===== src/hdl/fvts_pkg.sv =====
// shared constants, types and tables for the four-voice tone synth
package fvts_pkg;

  localparam int PHASE_FRAC_BITS = 24;
  localparam int NUM_VOICES      = 4;
  localparam int VOICE_W         = 2;
  localparam int PERIOD_W        = 11;
  localparam int LEVEL_W         = 4;
  localparam int FRAME_W         = 32;
  localparam int SIF_W           = 10;
  localparam int CFG_W           = 8;
  localparam int CFG_IDX_W       = 2;

  localparam logic [SIF_W-1:0]    SAMPLES_PER_FRAME = SIF_W'(44100 / 60);
  localparam logic [PERIOD_W-1:0] PERIOD_MAX        = PERIOD_W'(2047);

  // cpu clock in phase units per sample, divided by the per-voice timer divisor
  localparam longint unsigned INC_NUM = (64'd1789773 << PHASE_FRAC_BITS) / 64'd44100;
  localparam int INC_W      = $clog2(INC_NUM + 1);
  localparam int ENV_NUM_W  = LEVEL_W + CFG_W + 16;
  localparam int DVD_RAW_W  = (INC_W > ENV_NUM_W) ? INC_W : ENV_NUM_W;
  localparam int DVD_W      = DVD_RAW_W + (DVD_RAW_W % 2);
  localparam int DSR_W      = 17;
  localparam int ACC_W      = PHASE_FRAC_BITS + 4;
  localparam int WHOLE_W    = ACC_W - PHASE_FRAC_BITS;
  localparam int TERM_W     = 18;
  localparam int AMP_W      = 16;

  localparam logic       FUNC_NOTE = 1'b0;
  localparam logic       FUNC_TICK = 1'b1;

  localparam logic [VOICE_W-1:0] VOICE_PULSE0 = 2'd0;
  localparam logic [VOICE_W-1:0] VOICE_PULSE1 = 2'd1;
  localparam logic [VOICE_W-1:0] VOICE_TRI    = 2'd2;
  localparam logic [VOICE_W-1:0] VOICE_NOISE  = 2'd3;

  localparam logic [1:0] SWEEP_DOWN = 2'd1;
  localparam logic [1:0] SWEEP_UP   = 2'd2;

  localparam logic [CFG_IDX_W-1:0] CFG_PULSE_DECAY = 2'd0;
  localparam logic [CFG_IDX_W-1:0] CFG_TRI_GATE    = 2'd1;
  localparam logic [CFG_IDX_W-1:0] CFG_NOISE_DECAY = 2'd2;

  localparam logic [AMP_W-1:0] TRI_AMP = AMP_W'(15728);

  typedef struct packed {
    logic                       on;
    logic [PERIOD_W-1:0]        period;
    logic [LEVEL_W-1:0]         level;
    logic [1:0]                 duty;
    logic [1:0]                 sweep;
    logic [FRAME_W-1:0]         start_frame;
    logic [PHASE_FRAC_BITS-1:0] phase;
  } voice_ent_t;

  typedef struct packed {
    logic               we;
    logic [VOICE_W-1:0] addr;
    voice_ent_t         data;
  } vram_wr_t;

  typedef struct packed {
    logic             start;
    logic [DVD_W-1:0] dividend;
    logic [DSR_W-1:0] divisor;
  } div_req_t;

  typedef enum logic [3:0] {
    ST_IDLE, ST_NOTE, ST_RD, ST_AGE, ST_LOAD, ST_INC, ST_ENV, ST_TERM, ST_MIX, ST_DONE
  } seq_state_t;

  // twice the noise timer period for each table index
  function automatic logic [12:0] noise_div(input logic [3:0] idx);
    logic [12:0] d;
    unique case (idx)
      4'd0:    d = 13'd8;
      4'd1:    d = 13'd16;
      4'd2:    d = 13'd32;
      4'd3:    d = 13'd64;
      4'd4:    d = 13'd128;
      4'd5:    d = 13'd192;
      4'd6:    d = 13'd256;
      4'd7:    d = 13'd320;
      4'd8:    d = 13'd404;
      4'd9:    d = 13'd508;
      4'd10:   d = 13'd760;
      4'd11:   d = 13'd1016;
      4'd12:   d = 13'd1524;
      4'd13:   d = 13'd2032;
      4'd14:   d = 13'd4068;
      default: d = 13'd8136;
    endcase
    return d;
  endfunction

  function automatic logic [15:0] duty_limit(input logic [1:0] duty);
    logic [15:0] lim;
    unique case (duty)
      2'd0:    lim = 16'd8192;
      2'd1:    lim = 16'd16384;
      2'd2:    lim = 16'd32768;
      default: lim = 16'd49152;
    endcase
    return lim;
  endfunction

endpackage


===== src/hdl/four_voice_tone_synth_top.sv =====
// four-voice tone synth top level: sequencer, mixer and configuration registers
//
// A note write passes through the note and done states, and the done state loads its
// result into the output register. A sample tick visits the four voices in turn
// through the voice memory and the shared two-bit-per-cycle divider: a phase step
// divide plus an envelope divide for each sounding pulse or noise voice, the phase
// step divide alone for a sounding triangle, none for a silent voice, then the mix.
// One item is in work at a time; the next item is taken while the previous result
// still waits in the output register. Voice state clears at reset through
// per-entry valid bits, with no clearing pass.
module four_voice_tone_synth_top (
  input  logic               clk,
  input  logic               rst_n,
  input  logic               in_valid,
  output logic               in_ready,
  input  logic               in_func,
  input  logic [1:0]         in_voice,
  input  logic [10:0]        in_tone_period,
  input  logic [3:0]         in_loudness,
  input  logic [1:0]         in_duty_select,
  input  logic [1:0]         in_sweep_mode,
  output logic               out_valid,
  input  logic               out_ready,
  output logic signed [15:0] out_pcm_sample,
  output logic               out_note_rejected,
  input  logic               cfg_we,
  input  logic [1:0]         cfg_index,
  input  logic [7:0]         cfg_wdata
);
  import fvts_pkg::*;

  seq_state_t state_r, state_nxt;

  logic [VOICE_W-1:0]     voice_r;
  logic [PERIOD_W-1:0]    period_r;
  logic [LEVEL_W-1:0]     level_r;
  logic [1:0]             duty_r;
  logic [1:0]             sweep_r;

  logic [CFG_W-1:0]       pdecay_r;
  logic [CFG_W-1:0]       tgate_r;
  logic [CFG_W-1:0]       ndecay_r;

  logic [FRAME_W-1:0]     frame_r;
  logic [SIF_W-1:0]       sif_r;
  logic [14:0]            lfsr_r;
  logic [VOICE_W-1:0]     vidx_r;
  voice_ent_t             ent_r;
  logic [FRAME_W-1:0]     age_r;
  logic [PHASE_FRAC_BITS-1:0] phase_r;
  logic [AMP_W-1:0]       amp_r;
  logic signed [TERM_W-1:0] mix_r;
  logic signed [15:0]     res_pcm_r;
  logic                   res_rej_r;
  logic                   out_valid_r;
  logic signed [15:0]     out_pcm_r;
  logic                   out_rej_r;

  voice_ent_t             rdata;
  vram_wr_t               vwr;
  div_req_t               dreq;
  logic                   div_busy;
  logic [DVD_W-1:0]       div_quot;
  logic                   out_load;
  logic                   note_reject;

  // sweep and timer divisor
  logic [PERIOD_W-1:0]    swp_p;
  logic [PERIOD_W:0]      up_sum;
  logic [PERIOD_W:0]      p1;
  logic [3:0]             nidx;
  logic [DSR_W-1:0]       tone_div;

  // phase step and envelope
  logic [ACC_W-1:0]       acc;
  logic [PHASE_FRAC_BITS-1:0] new_phase;
  logic [WHOLE_W-1:0]     whole;
  logic [14:0]            lfsr_nxt;
  logic [CFG_W-1:0]       env_len;
  logic [CFG_W-1:0]       env_en;
  logic [CFG_W-1:0]       env_ed;
  logic [11:0]            lvl_en;
  logic [DVD_W-1:0]       env_num;
  logic [DSR_W-1:0]       env_den;

  // voice term
  logic [15:0]            ph16;
  logic signed [19:0]     tri_wave;
  logic [AMP_W-1:0]       tri_amp;
  logic signed [35:0]     tri_prod;
  logic signed [35:0]     tri_adj;
  logic signed [TERM_W-1:0] amp_s;
  logic signed [TERM_W-1:0] term;

  // mix output
  logic signed [TERM_W-1:0] mix_c;
  logic signed [33:0]     pcm_prod;
  logic signed [33:0]     pcm_adj;

  fvts_vram u_vram (
    .clk     (clk),
    .rst_n   (rst_n),
    .wr_i    (vwr),
    .raddr_i (vidx_r),
    .rdata_o (rdata)
  );

  fvts_div u_div (
    .clk    (clk),
    .rst_n  (rst_n),
    .req_i  (dreq),
    .busy_o (div_busy),
    .quot_o (div_quot)
  );

  assign note_reject = (voice_r == VOICE_NOISE) && (period_r >= PERIOD_W'(16));

  // sweep, clamp and timer divisor
  always_comb begin
    up_sum = {1'b0, ent_r.period} + {1'b0, age_r[PERIOD_W-1:0]};
    unique case (ent_r.sweep)
      SWEEP_DOWN: swp_p = (age_r >= FRAME_W'(ent_r.period)) ? '0
                          : ent_r.period - age_r[PERIOD_W-1:0];
      SWEEP_UP:   swp_p = ((age_r >= FRAME_W'(PERIOD_MAX)) || (up_sum > {1'b0, PERIOD_MAX}))
                          ? PERIOD_MAX : up_sum[PERIOD_W-1:0];
      default:    swp_p = ent_r.period;
    endcase
    nidx = (swp_p > PERIOD_W'(15)) ? 4'd15 : swp_p[3:0];
    p1   = {1'b0, swp_p} + (PERIOD_W+1)'(1);
    if (vidx_r == VOICE_NOISE) begin
      tone_div = DSR_W'(noise_div(nidx));
    end else if (vidx_r == VOICE_TRI) begin
      tone_div = DSR_W'({p1, 5'b0});
    end else begin
      tone_div = DSR_W'({p1, 4'b0});
    end
  end

  // phase advance, noise clocking and envelope ratio
  always_comb begin
    acc       = ACC_W'(ent_r.phase) + div_quot[ACC_W-1:0];
    new_phase = acc[PHASE_FRAC_BITS-1:0];
    whole     = acc[ACC_W-1:PHASE_FRAC_BITS];
    lfsr_nxt  = lfsr_r;
    for (int k = 0; k < 8; k++) begin
      if (WHOLE_W'(k) < whole) begin
        lfsr_nxt = {lfsr_nxt[0] ^ lfsr_nxt[1], lfsr_nxt[14:1]};
      end
    end
    env_len = (vidx_r == VOICE_NOISE) ? ndecay_r : pdecay_r;
    if (env_len == '0) begin
      env_en = CFG_W'(1);
      env_ed = CFG_W'(1);
    end else if (age_r >= FRAME_W'(env_len)) begin
      env_en = '0;
      env_ed = CFG_W'(1);
    end else begin
      env_en = env_len - age_r[CFG_W-1:0];
      env_ed = env_len;
    end
    lvl_en  = 12'(ent_r.level) * 12'(env_en);
    env_num = DVD_W'({lvl_en, 16'h0000});
    env_den = (vidx_r == VOICE_NOISE) ? DSR_W'(DSR_W'(125) * DSR_W'(env_ed))
                                      : DSR_W'(DSR_W'(75) * DSR_W'(env_ed));
  end

  // one voice's contribution
  always_comb begin
    ph16     = phase_r[PHASE_FRAC_BITS-1 -: 16];
    tri_wave = (ph16 < 16'd32768) ? ($signed({2'b00, ph16, 2'b00}) - 20'sd65536)
                                  : (20'sd196608 - $signed({2'b00, ph16, 2'b00}));
    tri_amp  = ((tgate_r != '0) && (age_r >= FRAME_W'(tgate_r))) ? '0 : TRI_AMP;
    tri_prod = tri_wave * $signed({1'b0, tri_amp});
    tri_adj  = tri_prod + (tri_prod[35] ? 36'sd65535 : 36'sd0);
    amp_s    = $signed(TERM_W'(amp_r));
    unique case (vidx_r)
      VOICE_TRI:   term = tri_adj[TERM_W+15:16];
      VOICE_NOISE: term = lfsr_r[0] ? -amp_s : amp_s;
      default:     term = (ph16 < duty_limit(ent_r.duty)) ? amp_s : -amp_s;
    endcase
    if (!ent_r.on) begin
      term = '0;
    end
  end

  // clamp and scale to pcm
  always_comb begin
    if (mix_r > TERM_W'(65536)) begin
      mix_c = TERM_W'(65536);
    end else if (mix_r < -TERM_W'(65536)) begin
      mix_c = -TERM_W'(65536);
    end else begin
      mix_c = mix_r;
    end
    pcm_prod = mix_c * 34'sd28000;
    pcm_adj  = pcm_prod + (pcm_prod[33] ? 34'sd65535 : 34'sd0);
  end

  // next state
  always_comb begin
    state_nxt = state_r;
    unique case (state_r)
      ST_IDLE: begin
        if (in_valid) begin
          state_nxt = (in_func == FUNC_NOTE) ? ST_NOTE : ST_RD;
        end
      end
      ST_NOTE: state_nxt = ST_DONE;
      ST_RD:   state_nxt = ST_AGE;
      ST_AGE:  state_nxt = ST_LOAD;
      ST_LOAD: state_nxt = ent_r.on ? ST_INC : ST_TERM;
      ST_INC: begin
        if (!div_busy) begin
          state_nxt = (vidx_r == VOICE_TRI) ? ST_TERM : ST_ENV;
        end
      end
      ST_ENV: begin
        if (!div_busy) begin
          state_nxt = ST_TERM;
        end
      end
      ST_TERM: state_nxt = (vidx_r == VOICE_NOISE) ? ST_MIX : ST_RD;
      ST_MIX:  state_nxt = ST_DONE;
      ST_DONE: begin
        if (!out_valid_r || out_ready) begin
          state_nxt = ST_IDLE;
        end
      end
      default: state_nxt = ST_IDLE;
    endcase
  end

  // control outputs
  always_comb begin
    in_ready      = 1'b0;
    out_load      = 1'b0;
    vwr.we        = 1'b0;
    vwr.addr      = vidx_r;
    vwr.data      = ent_r;
    dreq.start    = 1'b0;
    dreq.dividend = DVD_W'(INC_NUM);
    dreq.divisor  = tone_div;
    unique case (state_r)
      ST_IDLE: in_ready = 1'b1;
      ST_NOTE: begin
        vwr.we                = !note_reject;
        vwr.addr              = voice_r;
        vwr.data.on           = (level_r != '0);
        vwr.data.period       = period_r;
        vwr.data.level        = level_r;
        vwr.data.duty         = duty_r;
        vwr.data.sweep        = sweep_r;
        vwr.data.start_frame  = frame_r;
        vwr.data.phase        = '0;
      end
      ST_LOAD: dreq.start = ent_r.on;
      ST_INC: begin
        vwr.we         = !div_busy;
        vwr.data.phase = new_phase;
        dreq.start     = !div_busy && (vidx_r != VOICE_TRI);
        dreq.dividend  = env_num;
        dreq.divisor   = env_den;
      end
      ST_DONE: out_load = !out_valid_r || out_ready;
      default: ;
    endcase
  end

  always_ff @(posedge clk) begin
    if (!rst_n) begin
      state_r <= ST_IDLE;
    end else begin
      state_r <= state_nxt;
    end
  end

  always_ff @(posedge clk) begin
    if (!rst_n) begin
      pdecay_r <= CFG_W'(20);
      tgate_r  <= '0;
      ndecay_r <= CFG_W'(4);
    end else if (cfg_we) begin
      unique case (cfg_index)
        CFG_PULSE_DECAY: pdecay_r <= cfg_wdata;
        CFG_TRI_GATE:    tgate_r  <= cfg_wdata;
        CFG_NOISE_DECAY: ndecay_r <= cfg_wdata;
        default: ;
      endcase
    end
  end

  // control state
  always_ff @(posedge clk) begin
    if (!rst_n) begin
      frame_r     <= '0;
      sif_r       <= '0;
      lfsr_r      <= 15'd1;
      vidx_r      <= '0;
      out_valid_r <= 1'b0;
    end else begin
      unique case (state_r)
        ST_IDLE: vidx_r <= '0;
        ST_INC: begin
          if (!div_busy && (vidx_r == VOICE_NOISE)) begin
            lfsr_r <= lfsr_nxt;
          end
        end
        ST_TERM: vidx_r <= vidx_r + 1'b1;
        ST_MIX: begin
          if (sif_r == SAMPLES_PER_FRAME - 1'b1) begin
            sif_r   <= '0;
            frame_r <= frame_r + 1'b1;
          end else begin
            sif_r <= sif_r + 1'b1;
          end
        end
        default: ;
      endcase
      if (out_load) begin
        out_valid_r <= 1'b1;
      end else if (out_ready) begin
        out_valid_r <= 1'b0;
      end
    end
  end

  // datapath
  always_ff @(posedge clk) begin
    if (in_valid && in_ready) begin
      voice_r  <= in_voice;
      period_r <= in_tone_period;
      level_r  <= in_loudness;
      duty_r   <= in_duty_select;
      sweep_r  <= in_sweep_mode;
      mix_r    <= '0;
    end
    unique case (state_r)
      ST_NOTE: begin
        res_pcm_r <= '0;
        res_rej_r <= note_reject;
      end
      ST_AGE: begin
        ent_r <= rdata;
        age_r <= frame_r - rdata.start_frame;
      end
      ST_INC: begin
        if (!div_busy) begin
          phase_r <= new_phase;
        end
      end
      ST_ENV: begin
        if (!div_busy) begin
          amp_r <= div_quot[AMP_W-1:0];
        end
      end
      ST_TERM: mix_r <= mix_r + term;
      ST_MIX: begin
        res_pcm_r <= pcm_adj[31:16];
        res_rej_r <= 1'b0;
      end
      default: ;
    endcase
    if (out_load) begin
      out_pcm_r <= res_pcm_r;
      out_rej_r <= res_rej_r;
    end
  end

  assign out_valid         = out_valid_r;
  assign out_pcm_sample    = out_pcm_r;
  assign out_note_rejected = out_rej_r;

endmodule


===== src/hdl/fvts_vram.sv =====
// voice state memory, one entry per voice, registered read, cleared by valid bits
module fvts_vram (
  input  logic                     clk,
  input  logic                     rst_n,
  input  fvts_pkg::vram_wr_t       wr_i,
  input  logic [1:0]               raddr_i,
  output fvts_pkg::voice_ent_t     rdata_o
);
  import fvts_pkg::*;

  voice_ent_t            mem_r [NUM_VOICES];
  logic [NUM_VOICES-1:0] vld_r;
  voice_ent_t            rd_r;
  logic                  rd_vld_r;

  always_ff @(posedge clk) begin
    if (wr_i.we) begin
      mem_r[wr_i.addr] <= wr_i.data;
    end
    rd_r <= mem_r[raddr_i];
  end

  always_ff @(posedge clk) begin
    if (!rst_n) begin
      vld_r    <= '0;
      rd_vld_r <= 1'b0;
    end else begin
      if (wr_i.we) begin
        vld_r[wr_i.addr] <= 1'b1;
      end
      rd_vld_r <= vld_r[raddr_i];
    end
  end

  assign rdata_o = rd_vld_r ? rd_r : '0;

endmodule


===== src/hdl/fvts_div.sv =====
// shared restoring divider, two quotient bits per cycle
module fvts_div (
  input  logic                         clk,
  input  logic                         rst_n,
  input  fvts_pkg::div_req_t           req_i,
  output logic                         busy_o,
  output logic [fvts_pkg::DVD_W-1:0]   quot_o
);
  import fvts_pkg::*;

  localparam int STEPS = DVD_W / 2;
  localparam int CNT_W = $clog2(STEPS + 1);

  logic [DVD_W-1:0] dvd_r;
  logic [DVD_W-1:0] quo_r;
  logic [DSR_W-1:0] rem_r;
  logic [DSR_W-1:0] den_r;
  logic [CNT_W-1:0] cnt_r;
  logic             busy_r;
  logic [DSR_W:0]   s1;
  logic [DSR_W:0]   s2;

  // returns {quotient bit, new remainder}
  function automatic logic [DSR_W:0] div_step(input logic [DSR_W-1:0] rem,
                                               input logic b,
                                               input logic [DSR_W-1:0] den);
    logic [DSR_W:0] t;
    logic [DSR_W:0] d;
    t = {rem, b};
    d = {1'b0, den};
    if (t >= d) begin
      return {1'b1, DSR_W'(t - d)};
    end
    return {1'b0, t[DSR_W-1:0]};
  endfunction

  always_comb begin
    s1 = div_step(rem_r, dvd_r[DVD_W-1], den_r);
    s2 = div_step(s1[DSR_W-1:0], dvd_r[DVD_W-2], den_r);
  end

  always_ff @(posedge clk) begin
    if (req_i.start) begin
      dvd_r <= req_i.dividend;
      den_r <= req_i.divisor;
      rem_r <= '0;
      quo_r <= '0;
    end else if (busy_r) begin
      dvd_r <= {dvd_r[DVD_W-3:0], 2'b00};
      rem_r <= s2[DSR_W-1:0];
      quo_r <= {quo_r[DVD_W-3:0], s1[DSR_W], s2[DSR_W]};
    end
  end

  always_ff @(posedge clk) begin
    if (!rst_n) begin
      busy_r <= 1'b0;
      cnt_r  <= '0;
    end else if (req_i.start) begin
      busy_r <= 1'b1;
      cnt_r  <= CNT_W'(STEPS);
    end else if (busy_r) begin
      cnt_r <= cnt_r - 1'b1;
      if (cnt_r == CNT_W'(1)) begin
        busy_r <= 1'b0;
      end
    end
  end

  assign busy_o = busy_r;
  assign quot_o = quo_r;

endmodule

===== config.mk =====
export PLATFORM = sky130hd
export DESIGN_NAME = four_voice_tone_synth_top
export DESIGN_NICKNAME = d
export VERILOG_FILES = /design/src/hdl/fvts_pkg.sv /design/src/hdl/four_voice_tone_synth_top.sv /design/src/hdl/fvts_vram.sv /design/src/hdl/fvts_div.sv
export SDC_FILE = /design/constraint.sdc
export NUM_CORES = 2
export LEC_CHECK = 0
export BUFFER_PORTS_ARGS = -buffer_cell sky130_fd_sc_hd__buf_2
export CAP_MARGIN = 10
export CORE_ASPECT_RATIO = 0.9
export CORE_MARGIN = 2
export CORE_UTILIZATION = 30
export CTS_CLUSTER_SIZE = 8
export DETAILED_ROUTE_END_ITERATION = 16
export MAX_ROUTING_LAYER = met4
export REMOVE_ABC_BUFFERS = 1
export SYNTH_ARGS = -nofsm -noshare
export SYNTH_HDL_FRONTEND = slang
export SYNTH_HIERARCHICAL = 1
export SYNTH_SLANG_ARGS = --single-unit

===== constraint.sdc =====
create_clock -name clk -period 14.4 [get_ports clk]
set_input_delay 3.6 -clock clk [delete_from_list [all_inputs] [get_ports clk]]
set_output_delay 3.6 -clock clk [all_outputs]
set_load 0.02 [all_outputs]

==> metrics.md <==
| Metric | Value |
|---|---|
| Mapped Area | `0.0525 mm2` |
| Grt total ovfl | `0` |
| R2R Setup Slk | `1740 ps` |
| GRT Total Usage | `14.7%` |
| Cell row count | `145` |
| Starting DRT DRC Count | `2378` |
| Mean Syn Cell Area | `10.7 um2` |
| Final wirelength | `128 mm` |
| Clk_lat worst skew | `740 ps` |
| Detail Route Antenna Nets | `0` |
| CP startpoint | `age_r[0]$_DFFE_PP_` |
| Global-route wire length before repair | `203 mm` |
| CP endpoint | `mix_r[17]$_SDFFCE_PN0P_` |
| RSZ-0062 raised after global routing | `no` |
| Post-DP HPWL | `92.7 mm` |
| Layout cells sized above 1 | `8.28%` |
| Vias in the first global route | `36200` |
| Post-Layout Inst Area | `0.0586 mm2` |
| CTS root buffer | `clkbuf_16` |
| Fmax | `0.0790 GHz` |
| Syn Inst Count | `4914` |
| Initial Util | `30.2%` |
| Inserted Clock Buffers | `109` |
| Vias | `36300` |
| Critical path capture point type | `register` |
| TritonCTS clock tree | `done` |
| TNS Setup | `0 ps` |
| Placer Congestion | `0.897` |
| Crit share post-route | `87.9%` |
| Setup Viol. Count Final | `0` |
| CP startpoint kind | `register` |
| YS warnings | `6` |
| Via-per-instance ratio | `4.95` |
| Post-DP Area | `0.0553 mm2` |
| Die width | `445 um` |
| Resized Gates After CTS | `0` |
| Largest net degree at the start of global routing | `66` |
| Die ar. | `0.178 mm2` |
| Core area | `0.174 mm2` |
| Initial antenna violation count | `4` |
| FF-to-FF Start | `age_r[0]$_DFFE_PP_` |
| Min Tclk post-route | `12660 ps` |
| First-pass DRT Iterations | `6` |
| Slowest CP cell | `xor2_1` |
| P&R area growth vs syn | `11.6%` |
| Fin. Hold Viols | `0` |
| CTS Buffer Depth | `3` |
| Worst Max-Slew Pin Slew | `1200 ps` |
| Top Ports | `56` |
| Nets | `5679` |
| Critical Path RT | `14860 ps` |
| DR DRC count | `0` |
| Die Ht | `401 um` |
| Worst-path fanout max | `20` |
| Wirelength per Cell | `17.5 um` |
| Slew HR | `19.1%` |
| Status | `finished clean` |
| H-tree depth | `3` |
| Worst reg2reg endpoint | `mix_r[17]$_SDFFCE_PN0P_` |
| CP peak stage delay | `610 ps` |
| IO Port Bufs | `55` |
| # hold bufs at CTS | `0` |
| Reg2Reg Depth | `50` |
| Fin. max-slew vios | `0` |
| Final Skew | `61.6 ps` |
| Reg clk slew, reported paths | `60 ps` |
| Hold Crit Class | `reg -> reg` |
| Worst Path Arrival | `13120 ps` |
| Clock sinks | `783` |
| Critical path class | `reg -> reg` |
| Max Cap Violations | `0` |
| Setup bufs post-CTS | `0` |
final cells by class:
cell class                      instances  area (um2)
Multi-Input combinational cell       3451       28600
Antenna cell                            2        5.00
Sequential cell                       783       21300
Timing Repair Buffer                  102         628
Clock inverter                         11         226
Clock buffer                          193        3050
Tap cell                             2278        2850
Fill cell                           17300      115000
Inverter                              509        1910
cell usage in the layout (no fill, tap or decap), types with 27 or more instances in the layout:
cell type,n
nor3_1,77
a21o_1,78
xor2_1,130
inv_1,504
dfxtp_1,215
a22o_1,27
clkbuf_16,109
o211ai_1,40
nor2b_1,41
nor4_1,29
nand2b_1,52
a31oi_1,38
o21ai_0,178
nand4_1,34
o21a_1,48
buf_4,47
nand2_1,367
nor2_1,359
mux2_2,46
edfxtp_1,564
or3_1,28
nand3_1,86
fa_1,216
xnor2_1,134
and2_1,111
and3_1,48
a21oi_1,242
clkbuf_1,83
mux2i_1,87
o21bai_1,34
ha_1,469
mux4_2,77
buf_2,55
a211oi_1,32
registers in the layout, indices dropped and copies added (netlist names), 16 cells and up:
| name | flops |
|---|---|
| mix_r | 18 |
| amp_r | 16 |
| phase_r | 16 |
| u_vram/mem_r | 304 |
| u_div/den_r | 17 |
| u_vram/rd_r | 76 |
| age_r | 32 |
| ent_r | 76 |
| frame_r | 32 |
| u_div/dvd_r | 30 |
| u_div/quot_o | 28 |
| out_pcm_sample | 16 |
| u_div/rem_r | 17 |
| res_pcm_r | 16 |
worst min-delay path by stage:
stage,from,cells past startpoint,endpoint
2_1_floorplan,res_rej_r$_SDFFCE_PP0P_,0,out_note_rejected$_DFFE_PP_
3_3_place_gp,res_pcm_r[13]$_SDFFCE_PN0P_,0,out_pcm_sample[13]$_DFFE_PP_
3_5_place_dp,res_pcm_r[4]$_SDFFCE_PN0P_,0,out_pcm_sample[4]$_DFFE_PP_
4_1_cts,res_pcm_r[2]$_SDFFCE_PN0P_,0,out_pcm_sample[2]$_DFFE_PP_
5_1_grt,res_pcm_r[2]$_SDFFCE_PN0P_,0,out_pcm_sample[2]$_DFFE_PP_
6_report,res_pcm_r[2]$_SDFFCE_PN0P_,0,out_pcm_sample[2]$_DFFE_PP_
worst max-delay path, delay by kind of cell, from the launching register on:
family	cells	cell delay, ps
adders and majority gates	10	3910
and+or+nand+nor	7	1120
AOI/OAI and AO/OA	23	5200
buffers and inverters	6	470
muxes	1	260
DFF	1	470
xor gates and xnor gates	3	880
routing by layer:
| layer | global-route usage, % | routed length [um] | vias to the layer above |
|---|---|---|---|
| li1 | - | - | 17600 |
| met1 | 19.9 | 60900 | 17700 |
| met2 | 22.9 | 58100 | 809 |
| met3 | 2.27 | 6210 | 163 |
| met4 | 3.73 | 2720 | 0 |
| met5 | - | 0 | - |
through the flow:
step	worst slack [ps]	hold WS [ps]	utilization [%]	instances
after detailed placement	1810	405	31.8	7123
after global routing	760	416	33.7	7329
after floorplan	2940	400	-	4743
after CTS	1680	398	33.7	7327
after global placement	2110	401	31.8	7123
final	1740	397	33.7	7329
Power is left out: the tool's default activity adds up to more than one toggle a clock period on the data nets, which glitch-free logic cannot reach.
